<file path="config.mk">
export PLATFORM = sky130hd
export DESIGN_NAME = incremental_bounding_circle_top
export DESIGN_NICKNAME = d
export VERILOG_FILES = /design/src/design/ibc_pkg.sv /design/src/design/ibc_mul.sv /design/src/design/ibc_sqdiv.sv /design/src/design/ibc_ctrl.sv /design/src/design/incremental_bounding_circle_top.sv
export SDC_FILE = /design/constraint.sdc
export NUM_CORES = 2
export LEC_CHECK = 0
export ABC_CLOCK_PERIOD_IN_PS = 32299
export BUFFER_PORTS_ARGS = -buffer_cell sky130_fd_sc_hd__buf_2
export CAP_MARGIN = 20
export CORE_ASPECT_RATIO = 1.75
export CORE_MARGIN = 1.5
export CORE_UTILIZATION = 55
export DETAILED_ROUTE_END_ITERATION = 7
export GPL_TIMING_DRIVEN = 0
export PLACE_DENSITY = 0.78
export SYNTH_ARGS = -nofsm -noshare
export SYNTH_HDL_FRONTEND = slang
export SYNTH_SLANG_ARGS = --single-unit
</file>
<file path="constraint.sdc">
create_clock -name clk_i -period 32.3 [get_ports clk_i]
set_input_delay 6.46 -clock clk_i [delete_from_list [all_inputs] [get_ports clk_i]]
set_output_delay 6.46 -clock clk_i [all_outputs]
set_load 0.01 [all_outputs]
</file>
<file path="src/design/ibc_pkg.sv">
// Shared widths, types and state codes of the incremental bounding circle.
`timescale 1ns / 1ps
package ibc_pkg;

  localparam int CoordWidth = 32;
  localparam int CoefBits   = 32;
  localparam int RadWidth   = CoordWidth - 1;
  localparam int DiffWidth  = CoordWidth + 1;
  localparam int SqWidth    = 2 * DiffWidth;
  localparam int RootWidth  = DiffWidth;
  localparam int SumWidth   = RootWidth + 1;
  localparam int DenWidth   = RootWidth + 1;
  localparam int RemWidth   = RootWidth + 5;
  localparam int OffWidth   = SqWidth - CoefBits;
  localparam int NewWidth   = OffWidth + 2;
  localparam int StepWidth  = $clog2(RootWidth + 1);

  typedef enum logic [3:0] {
    S_IDLE, S_SQX, S_SQY, S_SQR, S_CMP, S_ROOT, S_DLOAD, S_DIV, S_OFFX, S_OFFY,
    S_OFFW, S_FIN
  } ibc_state_e;

  // Command to the shared root / divide unit
  typedef struct packed {
    logic load;
    logic step;
    logic is_div;
  } ibc_cmd_t;

endpackage

</file>
<file path="src/design/ibc_mul.sv">
// Shared registered unsigned multiplier.
`timescale 1ns / 1ps
module ibc_mul (
  input  logic                            clk_i,
  input  logic [ibc_pkg::DiffWidth-1:0]   a_i,
  input  logic [ibc_pkg::DiffWidth-1:0]   b_i,
  output logic [ibc_pkg::SqWidth-1:0]     p_o
);
  import ibc_pkg::*;

  logic [SqWidth-1:0] p_q;

  // One product per cycle, registered
  always_ff @(posedge clk_i) begin
    p_q <= SqWidth'(a_i) * SqWidth'(b_i);
  end

  assign p_o = p_q;

endmodule

</file>
<file path="src/design/ibc_sqdiv.sv">
// Shift-subtract unit, one digit per cycle while stepped: integer square root or division.
`timescale 1ns / 1ps
module ibc_sqdiv (
  input  logic                           clk_i,
  input  ibc_pkg::ibc_cmd_t              cmd_i,
  input  logic [ibc_pkg::SqWidth-1:0]    src_i,
  input  logic [ibc_pkg::RemWidth-1:0]   rem_i,
  input  logic [ibc_pkg::DenWidth-1:0]   den_i,
  output logic [ibc_pkg::RootWidth-1:0]  q_o
);
  import ibc_pkg::*;

  logic [SqWidth-1:0]   src_q, src_d;
  logic [RemWidth-1:0]  rem_q, rem_d;
  logic [RootWidth-1:0] q_q, q_d;
  logic [DenWidth-1:0]  den_q, den_d;
  logic [RemWidth-1:0]  cand, trial;
  logic                 take;

  // Candidate remainder and trial value for this digit
  always_comb begin
    if (cmd_i.is_div) begin
      cand  = {rem_q[RemWidth-2:0], src_q[SqWidth-1]};
      trial = RemWidth'(den_q);
    end else begin
      cand  = {rem_q[RemWidth-3:0], src_q[SqWidth-1:SqWidth-2]};
      trial = {(RemWidth-2)'(q_q), 2'b01};
    end
    take = cand >= trial;
  end

  always_comb begin
    src_d = src_q;
    rem_d = rem_q;
    q_d   = q_q;
    den_d = den_q;
    if (cmd_i.load) begin
      src_d = src_i;
      rem_d = rem_i;
      q_d   = '0;
      den_d = den_i;
    end else if (cmd_i.step) begin
      src_d = cmd_i.is_div ? {src_q[SqWidth-2:0], 1'b0} : {src_q[SqWidth-3:0], 2'b00};
      rem_d = take ? cand - trial : cand;
      q_d   = {q_q[RootWidth-2:0], take};
    end
  end

  always_ff @(posedge clk_i) begin
    src_q <= src_d;
    rem_q <= rem_d;
    q_q   <= q_d;
    den_q <= den_d;
  end

  assign q_o = q_q;

endmodule

</file>
<file path="src/design/ibc_ctrl.sv">
// Sequencer and circle state of the incremental bounding circle.
`timescale 1ns / 1ps
module ibc_ctrl (
  input  logic                              clk_i,
  input  logic                              rst_ni,
  input  logic                              in_fire_i,
  input  logic signed [ibc_pkg::CoordWidth-1:0] px_i,
  input  logic signed [ibc_pkg::CoordWidth-1:0] py_i,
  input  logic                              start_i,
  input  logic                              out_stall_i,
  output logic                              busy_o,
  output logic                              out_valid_o,
  output logic signed [ibc_pkg::CoordWidth-1:0] cx_o,
  output logic signed [ibc_pkg::CoordWidth-1:0] cy_o,
  output logic [ibc_pkg::RadWidth-1:0]      r_o,
  output logic                              grew_o
);
  import ibc_pkg::*;

  localparam logic signed [NewWidth-1:0] CMax = NewWidth'((64'sd1 <<< (CoordWidth-1)) - 1);
  localparam logic signed [NewWidth-1:0] CMin = -CMax - NewWidth'(1);
  localparam logic [StepWidth-1:0] LastStep = StepWidth'(RootWidth - 1);

  ibc_state_e state_q, state_d;
  logic [StepWidth-1:0] cnt_q, cnt_d;
  logic signed [CoordWidth-1:0] cx_q, cx_d, cy_q, cy_d, px_q, py_q;
  logic [RadWidth-1:0] r_q, r_d;
  logic grew_q, grew_d, ov_q, ov_d;
  logic [DiffWidth-1:0] ax_q, ay_q;
  logic sgx_q, sgy_q;
  logic [SqWidth-1:0] s_q, s_d;
  logic [RootWidth-1:0] d_q, d_d, k_q, k_d;
  logic signed [NewWidth-1:0] nx_q, nx_d;
  logic [DiffWidth-1:0] ma, mb;
  logic [SqWidth-1:0] prod;
  ibc_cmd_t cmd;
  logic [SqWidth-1:0] ud_src;
  logic [RemWidth-1:0] ud_rem;
  logic [RootWidth-1:0] ud_q;
  logic [SumWidth-1:0] sum;
  logic signed [DiffWidth-1:0] dx, dy;
  logic signed [NewWidth-1:0] newc;
  logic signed [CoordWidth-1:0] satc, satx;
  logic [RadWidth-1:0] nr;

  ibc_mul u_mul (.clk_i(clk_i), .a_i(ma), .b_i(mb), .p_o(prod));

  ibc_sqdiv u_sqdiv (
    .clk_i(clk_i), .cmd_i(cmd), .src_i(ud_src), .rem_i(ud_rem),
    .den_i({d_q, 1'b0}), .q_o(ud_q)
  );

  assign dx  = DiffWidth'(cx_q) - DiffWidth'(px_i);
  assign dy  = DiffWidth'(cy_q) - DiffWidth'(py_i);
  assign sum = SumWidth'(d_q) + SumWidth'(r_q);

  // Signed offset from the product of the last cycle, saturated; new radius
  always_comb begin
    logic [OffWidth-1:0] off;
    logic signed [NewWidth-1:0] base;
    logic sg;
    off  = prod[SqWidth-1:CoefBits];
    sg   = (state_q == S_FIN) ? sgy_q : sgx_q;
    base = (state_q == S_FIN) ? NewWidth'(py_q) : NewWidth'(px_q);
    newc = sg ? base - NewWidth'(off) : base + NewWidth'(off);
    if (newc > CMax)      satc = CMax[CoordWidth-1:0];
    else if (newc < CMin) satc = CMin[CoordWidth-1:0];
    else                  satc = newc[CoordWidth-1:0];
    if (nx_q > CMax)      satx = CMax[CoordWidth-1:0];
    else if (nx_q < CMin) satx = CMin[CoordWidth-1:0];
    else                  satx = nx_q[CoordWidth-1:0];
    nr = (sum[SumWidth-1:1] > SumWidth'({RadWidth{1'b1}})) ? {RadWidth{1'b1}}
                                                           : sum[RadWidth:1];
  end

  // Next state and datapath control
  always_comb begin
    state_d = state_q;
    cnt_d   = cnt_q;
    cx_d    = cx_q;
    cy_d    = cy_q;
    r_d     = r_q;
    grew_d  = grew_q;
    ov_d    = ov_q && out_stall_i;
    s_d     = s_q;
    d_d     = d_q;
    k_d     = k_q;
    nx_d    = nx_q;
    ma      = ax_q;
    mb      = ax_q;
    cmd     = '0;
    ud_src  = s_q;
    ud_rem  = '0;
    case (state_q)
      S_IDLE: begin
        if (in_fire_i) begin
          if (start_i) begin
            cx_d    = px_i;
            cy_d    = py_i;
            r_d     = '0;
            grew_d  = (px_i != cx_q) || (py_i != cy_q) || (r_q != '0);
            ov_d    = 1'b1;
          end else begin
            state_d = S_SQX;
          end
        end
      end
      S_SQX: state_d = S_SQY;
      S_SQY: begin
        ma = ay_q;
        mb = ay_q;
        s_d = prod;
        state_d = S_SQR;
      end
      S_SQR: begin
        ma = DiffWidth'(r_q);
        mb = DiffWidth'(r_q);
        s_d = s_q + prod;
        state_d = S_CMP;
      end
      S_CMP: begin
        cmd.load = 1'b1;
        cnt_d    = '0;
        if (prod > s_q || s_q == '0) begin
          state_d = S_FIN;
          nx_d    = NewWidth'(cx_q);
          grew_d  = 1'b0;
        end else begin
          state_d = S_ROOT;
        end
      end
      S_ROOT: begin
        cmd.step = 1'b1;
        cnt_d    = cnt_q + 1'b1;
        if (cnt_q == LastStep) state_d = S_DLOAD;
      end
      S_DLOAD: begin
        d_d        = ud_q;
        cnt_d      = '0;
        state_d    = S_DIV;
      end
      S_DIV: begin
        cmd.is_div = 1'b1;
        if (cnt_q == '0 && d_q != '0 && !cmd.step) begin
          cmd.load = 1'b1;
        end
        ud_src = {sum[0], {(SqWidth-1){1'b0}}};
        ud_rem = RemWidth'(sum[SumWidth-1:1]);
        cnt_d  = cnt_q + 1'b1;
        if (cnt_q != '0) cmd.step = 1'b1;
        if (cnt_q == StepWidth'(RootWidth)) state_d = S_OFFX;
      end
      S_OFFX: begin
        k_d     = ud_q;
        state_d = S_OFFY;
      end
      S_OFFY: begin
        ma = ax_q;
        mb = k_q;
        state_d = S_OFFW;
      end
      S_OFFW: begin
        nx_d    = newc;
        ma      = ay_q;
        mb      = k_q;
        state_d = S_FIN;
      end
      S_FIN: begin
        // Keep the Y product steady while the write waits
        ma = ay_q;
        mb = k_q;
        if (!(ov_q && out_stall_i)) begin
          if (grew_q) begin
            cx_d   = satx;
            cy_d   = satc;
            r_d    = nr;
            grew_d = (satx != cx_q) || (satc != cy_q) || (nr != r_q);
          end
          ov_d    = 1'b1;
          state_d = S_IDLE;
        end
      end
      default: state_d = S_IDLE;
    endcase
    // FIN via the offset path marks growth in grew_q before the final write
    if (state_q == S_OFFX) grew_d = 1'b1;
  end

  // X offset, held until the final write
  always_ff @(posedge clk_i) begin
    nx_q <= nx_d;
  end

  // Control and circle state
  always_ff @(posedge clk_i or negedge rst_ni) begin
    if (!rst_ni) begin
      state_q <= S_IDLE;
      cnt_q   <= '0;
      cx_q    <= '0;
      cy_q    <= '0;
      r_q     <= '0;
      grew_q  <= 1'b0;
      ov_q    <= 1'b0;
    end else begin
      state_q <= state_d;
      cnt_q   <= cnt_d;
      cx_q    <= cx_d;
      cy_q    <= cy_d;
      r_q     <= r_d;
      grew_q  <= grew_d;
      ov_q    <= ov_d;
    end
  end

  // Item payload and working registers
  always_ff @(posedge clk_i) begin
    if (in_fire_i) begin
      px_q  <= px_i;
      py_q  <= py_i;
      sgx_q <= dx[DiffWidth-1];
      sgy_q <= dy[DiffWidth-1];
      ax_q  <= dx[DiffWidth-1] ? DiffWidth'(-dx) : DiffWidth'(dx);
      ay_q  <= dy[DiffWidth-1] ? DiffWidth'(-dy) : DiffWidth'(dy);
    end
    s_q <= s_d;
    d_q <= d_d;
    k_q <= k_d;
  end

  assign busy_o      = (state_q != S_IDLE);
  assign out_valid_o = ov_q;
  assign cx_o        = cx_q;
  assign cy_o        = cy_q;
  assign r_o         = r_q;
  assign grew_o      = grew_q;

endmodule

</file>
<file path="src/design/incremental_bounding_circle_top.sv">
// Top level of the incremental bounding circle.
// A start-of-set point updates the circle straight from idle; a point inside the
// circle, or on a zero-radius circle's centre, takes only the squares and compare;
// a growing point also takes the 33-step square root and 33-step division in the unit.
// Throughput: one item at a time; the input stalls while an item is in work.
// Reset (rst_ni low, asynchronous): circle at the origin with radius zero.
`timescale 1ns / 1ps
module incremental_bounding_circle_top (
  input  logic                                  clk_i,
  input  logic                                  rst_ni,
  input  logic                                  point_valid_i,
  output logic                                  point_stall_o,
  input  logic signed [ibc_pkg::CoordWidth-1:0] point_x_i,
  input  logic signed [ibc_pkg::CoordWidth-1:0] point_y_i,
  input  logic                                  start_new_set_i,
  output logic                                  result_valid_o,
  input  logic                                  result_stall_i,
  output logic signed [ibc_pkg::CoordWidth-1:0] center_x_o,
  output logic signed [ibc_pkg::CoordWidth-1:0] center_y_o,
  output logic [ibc_pkg::RadWidth-1:0]          radius_o,
  output logic                                  grew_o
);
  import ibc_pkg::*;

  logic busy;

  // Stall while an item is in work, or a start result cannot yet be shown
  assign point_stall_o = busy || (result_valid_o && result_stall_i);

  ibc_ctrl u_ctrl (
    .clk_i(clk_i), .rst_ni(rst_ni),
    .in_fire_i(point_valid_i && !point_stall_o),
    .px_i(point_x_i), .py_i(point_y_i), .start_i(start_new_set_i),
    .out_stall_i(result_stall_i), .busy_o(busy), .out_valid_o(result_valid_o),
    .cx_o(center_x_o), .cy_o(center_y_o), .r_o(radius_o), .grew_o(grew_o)
  );

endmodule

</file>
==> results.tsv <==
metric	value	unit
status	finished, violations left	
failing checks	design-rule violations	
RSZ-0062 raised after global routing	false	
fmax	73.7	MHz
Synth Cell Area	79700	µm²
CTS root buf	clkbuf_16	
# IOs	167	
Die Ht	507	µm
compound-cell area share of the yosys netlist	0.144	
row count	184	
data arrival time of the critical path	7.11	ns
clock network latency to the later pin of the worst-skew pair	0.71	ns
area share of fa/ha/maj cells after synthesis	0.331	
Total GRT Usage	0.503	
worst slew pin tran	1.46	ns
Max FO, Critical Path	5	
TritonCTS buffer count	67	
Initial Utilization	0.555	
minimum clock period	13.57	ns
xor and xnor fraction of the mapped netlist area	0.0392	
total global routing overflow	0	
Final Skew	0.0511	ns
fraction of registers with async set/reset	0.167	
Slew Viols, Final	0	
Clock Sinks	642	
DIE WIDTH	291	µm
# fillers	13000	
Post-CTS Resized	0	
largest family of logic cells by synthesized area	adder cells	
PortBufs	166	
startpoint class of the critical path	primary input	
Tcrit/Tclk final	0.420	
Syn Nets	10900	
Vias/cell	6.60	
DIE AREA	147000	µm²
post-detail-place hpwl	299	mm
total wire length	370	mm
drt pass-1 iters	8	
CP max stage cell	buf_2	
GPL Wtd Cong	1.14	
Post-Syn Instances	9277	
postcts setup bufs	0	
Clock Pin Slew Worst Setup and Hold Paths	0.07	ns
share of cells above drive strength 1	0.0469	
area grow syn2layout	8.19	%
final setup violation count	0	
initial antenna violation count	36	
most common cell after layout, fill and taps aside	nand2_1	
nets@finish	11200	
antenna viol nets, final	0	
DRT iter0 DRCs	8468	
DRC viols	21	
ys flop type	edfxtp_1	
HP Class	reg2reg	
Crit path largest cell delay	0.22	ns
synthesized flop and latch total	642	
Synth Area in Simple Gates	0.171	
Post-synth EDFFs	436	
setup TNS	0	ns
Avg Cell Area, Syn	8.59	µm²
critical path class	in2out	
Slew headroom	0.0204	
WL/cell	32.1	µm
hold_buf cts	0	
Vias	76100	
max cap viols	0	
first-pass GRT wire length	527	mm
core area	144000	µm²
Bufs on Longest Clock Path	3	
CP Cell Sequence	buf_2 -> nand2_1 -> nand2_1 -> buf_2	
Yosys warnings	0	
commonest non-fill, non-tap cells in the layout	nand2_1 (1284), inv_1 (1253), nor2_1 (1088)	
CTS tree	built	
final hold slack	0.504	ns
H-tree level count	3	
Req. time, crit path	25.84	ns
vias in the first global route	77100	
sequential element share of the synthesized area	0.223	
CP endpoint kind	output pin	
largest net degree at the start of global routing	88	
mux contribution to synthesized area	0.0115	
Yosys cell types	93	
final hold violation count	0	
==> kinds of logic (layout without fill, tap and decap cells) <==
kind of cell	after synthesis	after routing
buffers and inverters	1712	2063
multiplexers	91	91
other	0	43
AO/OA/AOI/OAI	1816	1816
adder cells (fa/ha/maj)	1531	1531
flip-flops	642	642
AND/OR/NAND/NOR	3131	3131
XOR/XNOR	354	354
==> area by class of cell <==
class                      instances  area, µm²  area share
antenna                           43        108     0.00125
buffer                           459       1740      0.0202
clock inverter                    34        317     0.00367
sequential                       642      17800       0.206
multi-input combinational       6923      55700       0.646
timing repair buffer             227       1690      0.0196
tap                             1860       2330      0.0270
clock buffer                      90       1930      0.0224
inverter                        1253       4700      0.0545
==> state kept, by name, summed over array words and instances, names as in the netlist, 6 cells and up <==
register	flops
u_ctrl.ax_q	33
u_ctrl.ay_q	33
u_ctrl.cnt_q	6
u_ctrl.cx_o	32
u_ctrl.cy_o	32
u_ctrl.d_q	33
u_ctrl.k_q	33
u_ctrl.nx_q	36
u_ctrl.px_q	32
u_ctrl.py_q	32
u_ctrl.r_o	31
u_ctrl.s_q	66
u_ctrl.u_mul.p_o	66
u_ctrl.u_sqdiv.den_q	33
u_ctrl.u_sqdiv.q_o	33
u_ctrl.u_sqdiv.rem_q	37
u_ctrl.u_sqdiv.src_q	66
==> metrics by stage <==
| stage | instances | setup WS [ns] | utilization | cell area [µm²] |
|---|---|---|---|---|
| floorplan | 9277 | 19.19 | - | 79700 |
| global placement | 11300 | 14.04 | 0.577 | 82900 |
| detailed placement | 11300 | 18.78 | 0.583 | 83700 |
| CTS | 11500 | 18.78 | 0.598 | 86000 |
| global route | 11500 | 18.74 | 0.600 | 86200 |
| finish | 11500 | 18.73 | 0.600 | 86300 |
==> critical path, delay by kind of cell <==
kind | cells | cell delay, ns
buf+inv | 2 | 0.35
simple gates | 2 | 0.30
==> final timing paths <==
path | cells past startpoint | start | to | slack (ns)
max reg2reg | 37 | u_ctrl.state_q[1] | u_ctrl.u_mul.p_o[65] | 19.19
max in group asynchronous | 2 | rst_ni | u_ctrl.cy_o[20] | 25.88
min | 0 | u_ctrl.u_sqdiv.q_o[3] | u_ctrl.k_q[3] | 0.50
min in group asynchronous | 1 | rst_ni | u_ctrl.r_o[0] | 5.60
min reg2reg | 0 | u_ctrl.u_sqdiv.q_o[3] | u_ctrl.k_q[3] | 0.50
max | 4 | result_stall_i | point_stall_o | 18.73
==> cells in the mapped netlist (all sizes together) (69+ instances only) <==
cell,count,area share
nor3,99,0.0062
edfxtp,436,0.16
a21oi,421,0.026
mux2i,85,0.011
nand3,116,0.0073
o21ai,582,0.037
a31oi,72,0.0056
xor2,122,0.013
dfrtp,107,0.034
inv,1253,0.059
nand4,87,0.0068
dfxtp,99,0.025
nand2,1284,0.060
ha,567,0.089
fa,964,0.24
xnor2,231,0.025
nand2b,69,0.0054
nor2,1095,0.052
clkbuf,425,0.020
o21a,94,0.0089
a21o,129,0.012
==> metal layers <==
layer  routed length (µm)  global-route usage  up-vias
li1                     -                   -    31400
met1               111000               0.494    36900
met2               165000               0.786     5398
met3                37600               0.149     2287
met4                56200               0.603       28
met5                  278             0.00520        -
Power is not shown: default switching activity piles up to over one toggle a cycle in this logic, so the estimate is an artifact.
